===== src/rtl/rmth_pkg.sv =====
// ----------------------------------------------------------------------------
// rmth_pkg
// Shared constants and types for the running median block.
// ----------------------------------------------------------------------------
package rmth_pkg;
    localparam int HEAP_DEPTH = 4096;
    localparam int AW = $clog2(HEAP_DEPTH);
    localparam int CW = AW + 1;
    localparam int DW = 32;

    typedef logic [AW-1:0] addr_t;
    typedef logic [CW-1:0] cnt_t;
    typedef logic signed [DW-1:0] data_t;

    // Heap operation requested from the sift engine.
    typedef enum logic [1:0] {
        OP_PUSH = 2'd0,
        OP_POP  = 2'd1
    } op_t;

    typedef enum logic [3:0] {
        SF_IDLE,
        SF_PUSH_RD,
        SF_PUSH_WT,
        SF_PUSH_CMP,
        SF_POP_LAST,
        SF_POP_LWT,
        SF_POP_RDC,
        SF_POP_WT1,
        SF_POP_WT2,
        SF_POP_CMP,
        SF_DONE
    } sift_state_t;

    typedef enum logic [3:0] {
        CT_IDLE,
        CT_INS,
        CT_INS_W,
        CT_TOPS,
        CT_TOPS_W,
        CT_TOPS_CHK,
        CT_POPL,
        CT_POPL_W,
        CT_POPU,
        CT_POPU_W,
        CT_PUSHL,
        CT_PUSHL_W,
        CT_PUSHU,
        CT_PUSHU_W,
        CT_RES_RD,
        CT_OUT
    } ctrl_state_t;

    // Command from the controller to one heap engine.
    typedef struct packed {
        logic  start;
        op_t   op;
        data_t value;
        logic  top_rd;
    } heap_cmd_t;

    // Status back from one heap engine.
    typedef struct packed {
        logic  done;
        cnt_t  count;
        data_t top;
    } heap_sts_t;

    // True if a ranks above b in the given heap kind.
    function automatic logic ranks_above(input data_t a, input data_t b, input logic is_max);
        logic r;
        begin
            r = is_max ? (a > b) : (a < b);
            return r;
        end
    endfunction
endpackage


===== src/rtl/rmth_ctrl.sv =====
// ----------------------------------------------------------------------------
// rmth_ctrl
// Item sequencer: insert, balance check, swap of tops, and result.
// ----------------------------------------------------------------------------
module rmth_ctrl (
    input  logic                clk,
    input  logic                rst_n,
    input  logic                sample_valid,
    output logic                sample_ready,
    input  rmth_pkg::data_t     sample,
    input  logic                restart,
    output logic                result_valid,
    input  logic                result_ready,
    output rmth_pkg::data_t     median,
    output logic [13:0]         held_count,
    output logic                dropped,
    output logic                clear,
    output rmth_pkg::heap_cmd_t lo_cmd,
    output rmth_pkg::heap_cmd_t up_cmd,
    input  rmth_pkg::heap_sts_t lo_sts,
    input  rmth_pkg::heap_sts_t up_sts
);
    rmth_pkg::ctrl_state_t state_reg, state_next;
    rmth_pkg::data_t smp_reg, smp_next;
    rmth_pkg::data_t a_reg, a_next;
    rmth_pkg::data_t b_reg, b_next;
    rmth_pkg::data_t med_reg, med_next;
    logic            drop_reg, drop_next;

    always_ff @(posedge clk or negedge rst_n)
    begin
        if (!rst_n)
        begin
            state_reg <= rmth_pkg::CT_IDLE;
        end
        else
        begin
            state_reg <= state_next;
        end
    end

    always_ff @(posedge clk)
    begin
        smp_reg   <= smp_next;
        a_reg     <= a_next;
        b_reg     <= b_next;
        med_reg   <= med_next;
        drop_reg  <= drop_next;
    end

    // Sequencer over the two heap engines.
    always_comb
    begin
        state_next   = state_reg;
        smp_next     = smp_reg;
        a_next       = a_reg;
        b_next       = b_reg;
        med_next     = med_reg;
        drop_next    = drop_reg;
        sample_ready = 1'b0;
        result_valid = 1'b0;
        clear        = 1'b0;
        lo_cmd       = '0;
        up_cmd       = '0;
        case (state_reg)
            rmth_pkg::CT_IDLE:
            begin
                sample_ready = 1'b1;
                if (sample_valid)
                begin
                    smp_next   = sample;
                    clear      = restart;
                    state_next = rmth_pkg::CT_INS;
                end
            end
            rmth_pkg::CT_INS:
            begin
                drop_next  = 1'b0;
                if (lo_sts.count == up_sts.count &&
                    lo_sts.count == rmth_pkg::cnt_t'(rmth_pkg::HEAP_DEPTH))
                begin
                    drop_next  = 1'b1;
                    state_next = rmth_pkg::CT_RES_RD;
                end
                else if (lo_sts.count == up_sts.count)
                begin
                    lo_cmd.start = 1'b1;
                    lo_cmd.op    = rmth_pkg::OP_PUSH;
                    lo_cmd.value = smp_reg;
                    state_next   = rmth_pkg::CT_INS_W;
                end
                else
                begin
                    up_cmd.start = 1'b1;
                    up_cmd.op    = rmth_pkg::OP_PUSH;
                    up_cmd.value = smp_reg;
                    state_next   = rmth_pkg::CT_INS_W;
                end
            end
            rmth_pkg::CT_INS_W:
            begin
                if (lo_sts.done || up_sts.done)
                begin
                    state_next = rmth_pkg::CT_TOPS;
                end
            end
            rmth_pkg::CT_TOPS:
            begin
                lo_cmd.top_rd = 1'b1;
                up_cmd.top_rd = 1'b1;
                state_next    = rmth_pkg::CT_TOPS_W;
            end
            rmth_pkg::CT_TOPS_W:
            begin
                state_next = rmth_pkg::CT_TOPS_CHK;
            end
            rmth_pkg::CT_TOPS_CHK:
            begin
                a_next = lo_sts.top;
                b_next = up_sts.top;
                if (lo_sts.count != '0 && up_sts.count != '0 && lo_sts.top > up_sts.top)
                begin
                    state_next = rmth_pkg::CT_POPL;
                end
                else
                begin
                    state_next = rmth_pkg::CT_RES_RD;
                end
            end
            rmth_pkg::CT_POPL:
            begin
                lo_cmd.start = 1'b1;
                lo_cmd.op    = rmth_pkg::OP_POP;
                state_next   = rmth_pkg::CT_POPL_W;
            end
            rmth_pkg::CT_POPL_W:
            begin
                if (lo_sts.done)
                begin
                    state_next = rmth_pkg::CT_POPU;
                end
            end
            rmth_pkg::CT_POPU:
            begin
                up_cmd.start = 1'b1;
                up_cmd.op    = rmth_pkg::OP_POP;
                state_next   = rmth_pkg::CT_POPU_W;
            end
            rmth_pkg::CT_POPU_W:
            begin
                if (up_sts.done)
                begin
                    state_next = rmth_pkg::CT_PUSHL;
                end
            end
            rmth_pkg::CT_PUSHL:
            begin
                lo_cmd.start = 1'b1;
                lo_cmd.op    = rmth_pkg::OP_PUSH;
                lo_cmd.value = b_reg;
                state_next   = rmth_pkg::CT_PUSHL_W;
            end
            rmth_pkg::CT_PUSHL_W:
            begin
                if (lo_sts.done)
                begin
                    state_next = rmth_pkg::CT_PUSHU;
                end
            end
            rmth_pkg::CT_PUSHU:
            begin
                up_cmd.start = 1'b1;
                up_cmd.op    = rmth_pkg::OP_PUSH;
                up_cmd.value = a_reg;
                state_next   = rmth_pkg::CT_PUSHU_W;
            end
            rmth_pkg::CT_PUSHU_W:
            begin
                if (up_sts.done)
                begin
                    state_next = rmth_pkg::CT_RES_RD;
                end
            end
            rmth_pkg::CT_RES_RD:
            begin
                lo_cmd.top_rd = 1'b1;
                state_next    = rmth_pkg::CT_OUT;
            end
            rmth_pkg::CT_OUT:
            begin
                result_valid = 1'b1;
                if (result_ready)
                begin
                    state_next = rmth_pkg::CT_IDLE;
                end
            end
            default:
            begin
                state_next = rmth_pkg::CT_IDLE;
            end
        endcase
    end

    // The top read lands in the cycle after it is issued and holds while idle.
    assign median     = (lo_sts.count == '0) ? '0 : lo_sts.top;
    assign held_count = 14'(lo_sts.count) + 14'(up_sts.count);
    assign dropped    = drop_reg;
endmodule


===== config.mk =====
export PLATFORM = sky130hd
export DESIGN_NAME = rmth_ctrl
export DESIGN_NICKNAME = d
export VERILOG_FILES = /design/src/rtl/rmth_pkg.sv /design/src/rtl/rmth_ctrl.sv
export SDC_FILE = /design/constraint.sdc
export NUM_CORES = 1
export LEC_CHECK = 0
export BUFFER_PORTS_ARGS = -buffer_cell sky130_fd_sc_hd__buf_2
export CAP_MARGIN = 20
export CORE_MARGIN = 3
export CORE_UTILIZATION = 29
export CTS_BUF_LIST = sky130_fd_sc_hd__clkbuf_8
export DETAILED_ROUTE_END_ITERATION = 8
export PLACE_DENSITY = 0.57
export SYNTH_ARGS = -nofsm -noshare
export SYNTH_HDL_FRONTEND = slang
export SYNTH_SLANG_ARGS = --single-unit

===== constraint.sdc =====
create_clock -name clk -period 5.6 [get_ports clk]
set_clock_uncertainty 0.05 [all_clocks]
set_input_delay 1.12 -clock clk [delete_from_list [all_inputs] [get_ports clk]]
set_output_delay 1.12 -clock clk [all_outputs]
set_load 0.005 [all_outputs]

==> results of run 1 <==
-- worst min path at each step --
stage / to / cells after the start
floorplan: state_reg[2] / 3
global placement: state_reg[2] / 2
detailed placement: state_reg[2] / 2
CTS: state_reg[0] / 1
global route: state_reg[0] / 1
finish: state_reg[0] / 1
-- metal layers --
metal  routed length [µm]  GRT usage [%]  vias to the layer above
met4                  429          4.843                        4
li1                     -              -                     2327
met3                 1289          4.983                       35
met5                   27              0                        -
met2                 8206          26.05                      192
met1                 7620          20.48                     2171
-- layout make-up --
class / instances / share of cell area, %
Multi-Input combinational cell: 316 / 32.55
Tap cell: 260 / 4.381
Timing Repair Buffer: 257 / 17.79
Clock inverter: 7 / 0.8930
Clock buffer: 9 / 1.668
Sequential cell: 101 / 40.57
Inverter: 41 / 2.072
Antenna cell: 2 / 0.06740
-- through the flow --
stage	hold slack (ns)	total power [mW]	setup WS, ns	std cells
floorplan	0.5982	1.479	1.416	482
global placement	0.6814	1.808	1.077	974
detailed placement	0.6808	1.817	1.097	975
CTS	0.4453	2.279	1.094	991
global route	0.4448	2.398	0.9796	993
finish	0.4754	2.249	1.044	993
-- cells in the final DEF (no fill, tap or decap), drive strengths merged, types with 2 or more instances in the layout --
cell type	n
buf	257
edfxtp	97
a22o	64
ha	45
inv	41
and2	37
a21oi	20
nand2	16
nor2	15
o21ai	13
nand4	11
nor4	10
nand3	10
xnor2	10
nor3	10
clkbuf	9
a21o	7
clkinv	6
or3	5
nand2b	4
o21a	4
and3	4
dfrtp	4
nor2b	3
a221oi	3
diode	2
a31oi	2
a211oi	2
nand4b	2
xor2	2
conb	2
nor3b	2
-- power by group through the flow --
stage               combinational [mW]  clock, mW  sequential [mW]
floorplan                        0.452          0             1.03
global placement                 0.733          0             1.08
detailed placement               0.747          0             1.07
CTS                              0.751      0.475             1.05
global route                     0.822      0.509             1.07
finish                           0.742      0.455             1.05
-- worst max-delay path, cell delays in order --
cell	delay, ns
buf_2	0.12
ha_1	0.38
nor4_1	0.47
nand4_1	0.32
and2_2	0.55
a22o_1	0.30
buf_2	0.13
-- cells in the mapped netlist (2+ instances only) --
cell      number  share of area (%)
a22o_1        64                9.9
nand4b_1       2               0.31
a221oi_1       2               0.31
nor2_1        15               0.99
o21ai_0       12                1.1
xor2_1         2               0.31
and3_1         4               0.44
inv_1         41                2.7
nand2b_1       4               0.44
nor2b_1        3               0.33
a31oi_1        2               0.22
a211oi_1       2               0.26
xnor2_1       10                1.5
dfrtp_1        4                1.8
a21o_1         7               0.93
nor3_1        10               0.88
nand4_1       11                1.2
buf_2         10               0.88
nand3_1       10               0.88
or3_1          5               0.55
clkbuf_1      11               0.73
o21a_1         4               0.53
edfxtp_1      97                 51
ha_1          45                9.9
nand2_1       16                1.1
a21oi_1       19                1.7
buf_4          2               0.26
nor4_1        10                1.1
and2_1        37                4.1
-- cells by family after synthesis --
family | after synthesis
AO/OA/AOI/OAI | 124
XOR/XNOR | 12
adder cells (fa/ha/maj) | 46
buffers and inverters | 65
flip-flops | 101
multiplexers | 1
other | 1
AND/OR/NAND/NOR | 131
==> metrics.md, run 1 <==
| Metric | Value |
|---|---|
| Final instance area | 7426 µm² |
| DR DRC count | 0 |
| DRT Pass-1 Iters | 4 |
| LEAKAGE | 3.382 nW |
| Worst r2r path cells | 4 |
| WL/cell | 17.70 µm |
| Shortest period the worst path allows | 4.556 ns |
| Mux contribution to synthesized area | 0.1767% |
| # IOs | 251 |
| Routed Antenna Nets | 0 |
| Postcts setup bufs | 0 |
| Synth Area in Adders | ~10% |
| Crit path DAT | 3.39 ns |
| Total global routing overflow | 0 |
| Fin crit share | 81.37% |
| XOR/XNOR Fraction of Synth Area | 1.856% |
| Clock power share | approximately a fifth |
| Slew margin rel. | 36.94% |
| Switching part of the total | 32.95% |
| RR Startpoint | state_reg[1] |
| Post-synth EDFFs | 97 |
| Cell Pwr Density | 302.9 nW/µm² |
| Initial antenna violation count | 4 |
| Maximum capacitance violations | 0 |
| Combinational family with the most area after synthesis | compound AO/OA/AOI/OAI gates |
| Synth Instances | 481 |
| Share of post-route cells with drive strength above 1 | 38.44% |
| Final setup viols | 0 |
| Root buffer cell | clkbuf_8 |
| HP Class | in2async |
| Worst Path Max Fanout | 32 |
| Drt total wl | 17570 µm |
| Sequential share of the synthesized area | a little over half |
| Setup_tns | 0 ns |
| Max IR drop VDD | 176.1 µV |
| Crit Path Class | in2out |
| Synth Area in Compound Gates | 16.79% |
| Tot GR Track Use | 16.00% |
| Initial Utilization | 29.88% |
| Register area | 3013 µm² |
| Reg2reg end | a_reg[25] |
| H-tree Lvls | 3 |
| NumNets Final | 901 |
| Cell variety after synth | between 40 and 50 |
| Area of the multi-input gates | 2417 µm² |
| Die H | 145.8 µm |
| Clk slew on worst S/H paths | 0.10 ns |
| CP Capture Point | up_cmd[12] |
| FF-to-FF setup slack | 3.20 ns |
| Core Region | 18960 µm² |
| Worst Tran Pin Value | 0.9459 ns |
| CP Data Required Time | roughly 4.4 ns |
| Crit. End Element | output port |
| Num rows | 50 |
| Clk sink count | around 100 |
| Vias per cell | 4.762 |
| Max Slew Vio Count | 0 |
| Power share of the sequential group | between 40% and 50% |
| Status | complete, no violations |
| Final Hold Fails | 0 |
| Max frequency | 0.2195 GHz |
| Clock Latency Late Sink | roughly 0.37 ns |
| DIE AREA | 21240 µm² |
| Asr flop ratio synth | 3.960% |
| Mean post-synth cell area | 11.78 µm² |
| FILL cells | 1892 |
| Initial DRC count | 240 |
| Internal power | approximately 1.5 mW |
| PostCTS Resize Cnt | 0 |
| Clk buf depth | 2 |
| Vias in the first global route | between 4k and 5k |
| Net Switching | 0.7411 mW |
| Worst setup SP type | primary input |
| #FFs+latches synth | 101 |
| Largest net degree at the start of global routing | 34 |
| Synth Flop Type | edfxtp_1 |
| CP Launch Point | lo_sts[44] |
| IO buf count | 248 |
| DP Wirelength | 13580 µm |
| Area grow syn2layout | 31.10% |
| Total CTS buffers | 9 |
| Die X | about 150 µm |
| CTS Hold Bufs | 0 |
| Simple-Gate Fraction of Synth Area | 12.97% |
| CTS tree | done |
| DP Area | 7231 µm² |
| RSZ-0062 raised after global routing | false |
| Synthesized area | 5664 µm² |
| Post-route core utilization | about two fifths |
| Via Count | 4729 |
| Yosys warns | 0 |
| Final Wtd Congestion | 0.8492 |
| First-pass GRT wire length | 26540 µm |
| Combinational power share | 33.0% |
Note: power is estimated with default switching activity, not from simulation.
==> run 2, diff against run 1 <==
- ABC_AREA: unset -> 1
- PLACE_DENSITY: 0.57 -> 0.56
- clock period: 5.6 -> 4.32 ns (I/O delays scaled with it)
==> run 2 against run 1 <==
Synthesized cell count increased by 38%. Via count increased by 14%. Largest cell class unchanged. Clock-buffer cell count unchanged. Utilization decreased by 0.85 points.
==> metrics.md, run 2 <==
| Metric | Value |
|---|---|
| Area grow syn2layout | 28.77% |
| Post-synth EDFFs | 97 (unchanged) |
| Vias per cell | 4.521 (-5.1%) |
| Root buffer cell | clkbuf_8 |
| Register area | 3013 µm² (unchanged) |
| LEAKAGE | 3.869 nW (+14%) |
| PostCTS Resize Cnt | 0 (unchanged) |
| CP Data Required Time | 3.41 ns (-1.02 ns) |
| Total global routing overflow | 0 (unchanged) |
| Internal power | 1.905 mW (+26%) |
| Clock power share | 18.5% (-1.7 points) |
| DR DRC count | 0 (unchanged) |
| Total CTS buffers | 9 (unchanged) |
| Sequential share of the synthesized area | 49.56% (-3.6 points) |
| Largest net degree at the start of global routing | 66 (+94%) |
| Asr flop ratio synth | 3.960% (unchanged) |
| Max frequency | 0.2563 GHz |
| Via Count | 5371 (+14%) |
| Num rows | 52 (+4.0%) |
| Yosys warns | 0 (unchanged) |
| #FFs+latches synth | 101 (unchanged) |
| WL/cell | 16.40 µm (-7.3%) |
| FILL cells | 2103 (+11%) |
| DP Area | 7649 µm² (+5.8%) |
| Crit path DAT | 2.99 ns (-0.40 ns) |
| First-pass GRT wire length | 28970 µm (+9.2%) |
| Synthesized area | 6080 µm² (+7.3%) |
| Die H | 150.8 µm (+3.5%) |
| Final non-filler cell total | 1188 (+20%) |
| Setup_tns | 0 ns (unchanged) |
| Power share of the sequential group | 44.4% (-2.4 points) |
| Share of post-route cells with drive strength above 1 | 34.93% (-3.5 points) |
| DP Wirelength | 14870 µm (+9.5%) |
| CTS Hold Bufs | 0 (unchanged) |
| Routed Antenna Nets | 0 (unchanged) |
| Fin crit share | 90.33% |
| Status | complete, no violations |
| FF-to-FF setup slack | 1.51 ns (-1.69 ns) |
| Hold slack | 0.2119 ns (-0.2635 ns) |
| NumNets Final | 1086 (+21%) |
| Max Slew Vio Count | 0 (unchanged) |
| Worst setup margin | 0.4176 ns (-0.6259 ns) |
| Top cell type's share of synthesized area | 47.91% (-3.5 points) |
| Net Switching | 1.202 mW (+62%) |
| CTS tree | done |
| Commonest non-fill, non-tap cell in the layout | buf_2 |
| Most frequent cells in the layout | buf_2 (248), inv_1 (126), nand2_1 (97), edfxtp_1 (97), nor2_1 (66) |
| RSZ-0062 raised after global routing | false |
| Shortest period the worst path allows | ~3.9 ns |
| IO buf count | 248 (unchanged) |
| DRT Pass-1 Iters | 4 (unchanged) |
| Initial DRC count | 200 (-17%) |
| H-tree Lvls | 3 (unchanged) |
| Die X | 150.8 µm (+3.5%) |
| Initial Utilization | 29.76% (-0.12 points) |
| Clk sink count | 101 (unchanged) |
| HP Class | in2async |
| Clock Latency Late Sink | 0.38 ns (about the same) |
| Final Hold Fails | 0 (unchanged) |
| Initial antenna violation count | 2 (-2) |
| Cell taking the most area after synthesis | edfxtp_1 |
| Area of the multi-input gates | 2476 µm² (+2.4%) |
| Vias in the first global route | 5123 (+9.5%) |
| Worst Tran Pin Value | 1.021 ns (+0.07526 ns) |
| DIE AREA | 22740 µm² (+7.0%) |
| Synth Flop Type | edfxtp_1 |
| Final instance area | 7829 µm² (+5.4%) |
| Synth Instances | 663 (+38%) |
| Drt total wl | 19490 µm (+11%) |
| Clk slew on worst S/H paths | 0.10 ns (about the same) |
| # IOs | 251 (unchanged) |
| Switching part of the total | 38.69% (+5.7 points) |
| Dpl ws | 0.4147 ns (-0.6824 ns) |
| Crit Path Class | in2out |
| Final Wtd Congestion | 0.8937 (+5.2%) |
| Worst setup SP type | primary input |
| Count leader, synth | inv_1 |
| Max IR drop VDD | 224.8 µV (+28%) |
| Crit. End Element | output port |
| Mean post-synth cell area | 9.170 µm² (-22%) |
| Clk buf depth | 2 (unchanged) |
| Worst Path Max Fanout | 20 (-38%) |
| Tot GR Track Use | 16.76% (+0.76 points) |
| Slew margin rel. | 31.76% (-5.2 points) |
| Top cells by count, synth | inv_1 (125), edfxtp_1 (97), nand2_1 (97) |
| Core Region | 20430 µm² (+7.8%) |
| Final setup viols | 0 (unchanged) |
| Combinational power share | 37.1% (+4.1 points) |
| Ranking of synthesized cells by area | edfxtp_1 (48%), ha_1 (9.3%), inv_1 (7.7%), nand2_1 (6.0%), o21ai_2 (4.3%) |
| Maximum capacitance violations | 0 (unchanged) |
| Cell Pwr Density | 396.8 nW/µm² (+31%) |
| Postcts setup bufs | 0 (unchanged) |
| Cell variety after synth | 39 (-20%) |
| Placed cell count | 1170 (+20%) |
==> run 2: changes by cell type after synthesis, moves of 8 or more <==
cell	previous run	this run
inv_1	41	125
a22o_1	64	0
o21ai_1	1	35
nor2_1	15	68
xor2_1	2	11
nand3_1	10	42
and2_1	37	2
o21ai_2	0	30
a21oi_1	19	27
xnor2_1	10	1
nand2_1	16	97
==> run 2: cell families after synthesis <==
family / share of synthesized area (%)
flops: 49.56
other cells: 0.06168
xor+xnor: 1.729
fa+ha+maj: 9.590
buf+inv: 10.19
simple gates: 16.67
compound gates: 12.20
==> run 2: worst max-delay path, stage by stage <==
cell,delay [ns]
buf_2,0.13
ha_1,0.35
nor4_1,0.42
nand3b_1,0.18
nor2_4,0.17
nand3_4,0.29
buf_12,0.29
o21ai_0,0.15
buf_2,0.13
==> run 2: power by group through the flow <==
stage / clock network (mW) / registers [mW] / logic, mW
global placement: 0 / 1.40 / 1.17
floorplan: 0 / 1.40 / 0.648
CTS: 0.603 / 1.38 / 1.18
finish: 0.574 / 1.38 / 1.15
detailed placement: 0 / 1.40 / 1.18
global route: 0.642 / 1.40 / 1.30
==> run 2: routing by layer <==
| layer | part of all wire (%) | global-route usage [%] | vias up |
|---|---|---|---|
| met5 | 0 | 0 | - |
| met2 | 48 | 27.33 | 184 |
| li1 | - | - | 2690 |
| met3 | 5.9 | 3.232 | 23 |
| met1 | 44 | 22.37 | 2474 |
| met4 | 2.5 | 5.712 | 0 |
==> run 2: worst paths after layout <==
| path | depth (start not counted) | end | startpoint |
|---|---|---|---|
| worst max-delay path | 9 | lo_cmd[25] | lo_sts[44] |
| worst min-delay path | 1 | state_reg[2] | rst_n |
| worst max register to register | 4 | smp_reg[9] | state_reg[1] |
| worst min register to register | 2 | state_reg[3] | state_reg[3] |
| max in group asynchronous | 1 | state_reg[1] | rst_n |
| min in group clk | 2 | state_reg[3] | state_reg[3] |
==> run 2: layout make-up <==
type                       count  share of cell area (%)
antenna                        2                 0.06393
clock buffer                   9                   1.582
clock inverter                 7                  0.6553
inverter                     132                   6.329
multi-input combinational    411                   31.63
sequential                   101                   38.48
tap                          270                   4.315
timing repair buffer         256                   16.94
==> run 2: through the flow <==
| step | util (%) | total power, mW |
|---|---|---|
| global route | 38.32 | 3.341 |
| floorplan | - | 2.045 |
| global placement | 37.44 | 2.572 |
| finish | 38.32 | 3.107 |
| CTS | 38.30 | 3.169 |
| detailed placement | 37.44 | 2.582 |
==> run 3, diff against run 2 <==
- CORE_UTILIZATION: 29 -> 43
- PLACE_DENSITY: 0.56 -> 0.76
==> run 3 against run 2 <==
Total power about the same. Largest cell class unchanged. Routed wire length down 12%. Critical path type unchanged. Combinational power about the same. Via count is 0.61% lower. Largest power group unchanged. Critical endpoint is now up_cmd[18].
==> metrics.md, run 3 (synthesized netlist as in run 2, its figures left out) <==
| Metric | Value |
|---|---|
| Status | complete, no violations |
| Placed cell count | 1078 (-7.9%) |
| Root buffer cell | clkbuf_8 |
| Vias in the first global route | 5296 (+3.4%) |
| IO buf count | 248 (unchanged) |
| Share of post-route cells with drive strength above 1 | 34.93% (about the same) |
| HP Class | in2async |
| Max frequency | 0.2597 GHz (+1.4%) |
| Crit path DAT | 2.94 ns (-0.05 ns) |
| CP bufs+invs | 4 (+1) |
| Worst setup margin | 0.4701 ns (+0.05249 ns) |
| Crit path max-delay family | simple AND/OR/NAND/NOR gates |
| Clk buf depth | 2 (unchanged) |
| Dpl ws | 0.5236 ns (+0.1090 ns) |
| Final non-filler cell total | 1095 (-7.8%) |
| Final Wtd Congestion | 0.9399 (+5.2%) |
| # IOs | 251 (unchanged) |
| CTS Hold Bufs | 0 (unchanged) |
| Ant. Diodes | 0 (-2) |
| Die H | 124.9 µm (-17%) |
| DP Wirelength | 13500 µm (-9.2%) |
| Worst-path cell chain | buf_2 -> ha_1 -> nor4_1 -> nand3b_1 -> nor2_4 -> inv_2 -> nand2_2 -> buf_4 -> o21ai_0 -> buf_2 |
| DR DRC count | 0 (unchanged) |
| Die X | 124.9 µm (-17%) |
| Worst Path Max Fanout | 17 (-15%) |
| Routed Antenna Nets | 0 (unchanged) |
| Setup_tns | 0 ns (unchanged) |
| Clk slew on worst S/H paths | 0.10 ns (about the same) |
| Via Count | 5338 (-0.61%) |
| Max Slew Vio Count | 0 (unchanged) |
| Largest net degree at the start of global routing | 34 (-48%) |
| NumNets Final | 1089 (+0.28%) |
| Num rows | 42 (-19%) |
| Initial antenna violation count | 0 (-2) |
| Final setup viols | 0 (unchanged) |
| H-tree Lvls | 3 (unchanged) |
| CP max stage delay | 0.38 ns (-0.04 ns) |
| Max IR drop VDD | 210.9 µV (-6.2%) |
| DIE AREA | 15600 µm² (-31%) |
| Worst Tran Pin Value | 0.9040 ns (-0.1171 ns) |
| Total CTS buffers | 9 (unchanged) |
| Area grow syn2layout | 27.50% |
| Drt total wl | 17140 µm (-12%) |
| Most frequent cells in the layout | buf_2 (248), inv_1 (126), nand2_1 (97), edfxtp_1 (97), nor2_1 (66) |
| Crit. End Element | output port |
| Worst setup SP type | primary input |
| First-pass GRT wire length | 26780 µm (-7.6%) |
| Postcts setup bufs | 0 (unchanged) |
| CTS tree | done |
| DRT Pass-1 Iters | 6 (+2) |
| Total global routing overflow | 0 (unchanged) |
| Vias per cell | 4.875 (+7.8%) |
| FILL cells | 1234 (-41%) |
| Final Hold Fails | 0 (unchanged) |
| RSZ-0062 raised after global routing | false |
| Maximum capacitance violations | 0 (unchanged) |
| Initial DRC count | 347 (+74%) |
| Cell Pwr Density | 400.8 nW/µm² (+1.0%) |
| Crit-path most repeated cell | buf_2 |
| Clk sink count | 101 (unchanged) |
| LEAKAGE | 3.893 nW (+0.64%) |
| WL/cell | 15.65 µm (-4.6%) |
| Fin crit share | 89.12% (-1.2 points) |
| PostCTS Resize Cnt | 0 (unchanged) |
| Shortest period the worst path allows | 3.850 ns (-0.05249 ns) |
| Clock Latency Late Sink | 0.39 ns (about the same) |
| Overall Power | 3.107 mW (about the same) |
| CP Data Required Time | 3.41 ns (about the same) |
| Slew margin rel. | 39.59% (+7.8 points) |
| Tot GR Track Use | 21.65% (+4.9 points) |
| CP max-delay cell | nor4_1 |
| Commonest non-fill, non-tap cell in the layout | buf_2 |
| Initial Utilization | 44.84% (+15 points) |
| Crit Path Class | in2out |
| Core Region | 13560 µm² (-34%) |
run 3: through the flow:
stage	util (%)	hold slack [ns]	area, µm²
after global routing	57.17	0.1992	7751
after detailed placement	55.56	0.5560	7533
after CTS	56.97	0.1919	7724
final	57.17	0.2078	7751
after global placement	55.56	0.5508	7533
after floorplan	-	0.4822	6083
run 3: power by group:
| part | internal (mW) | switching, mW | total (mW) |
|---|---|---|---|
| registers | 1.30 | 0.0749 | 1.38 |
| clock network | 0.266 | 0.326 | 0.592 |
| logic | 0.393 | 0.742 | 1.14 |
run 3: path summary, 6_finish.rpt:
path	start	endpoint	slack, ns	depth (start not counted)
min in group clk	state_reg[3]	state_reg[3]	0.58	2
max in group asynchronous	rst_n	state_reg[2]	3.90	1
worst max register to register	state_reg[0]	a_reg[19]	2.04	5
worst min register to register	state_reg[3]	state_reg[3]	0.58	2
worst max-delay path	lo_sts[44]	up_cmd[18]	0.47	10
worst min-delay path	rst_n	state_reg[0]	0.21	1
run 3: final cells by class:
cell class                      count  area [µm²]  share of cell area, %
Multi-Input combinational cell    411        2476                  31.95
Clock buffer                        9       123.9                  1.598
Inverter                          132       495.5                  6.392
Sequential cell                   101        3013                  38.87
Clock inverter                      7       66.31                 0.8555
Timing Repair Buffer              259        1356                  17.50
Tap cell                          176       220.2                  2.841
run 3: routing by layer:
layer  vias to the layer above  GRT usage, %  wire, µm
met1                      2434         26.52      7024
li1                       2694             -         -
met2                       191         38.36      8693
met4                         0         6.186       284
met3                        19         4.931      1137
met5                         -             0         0
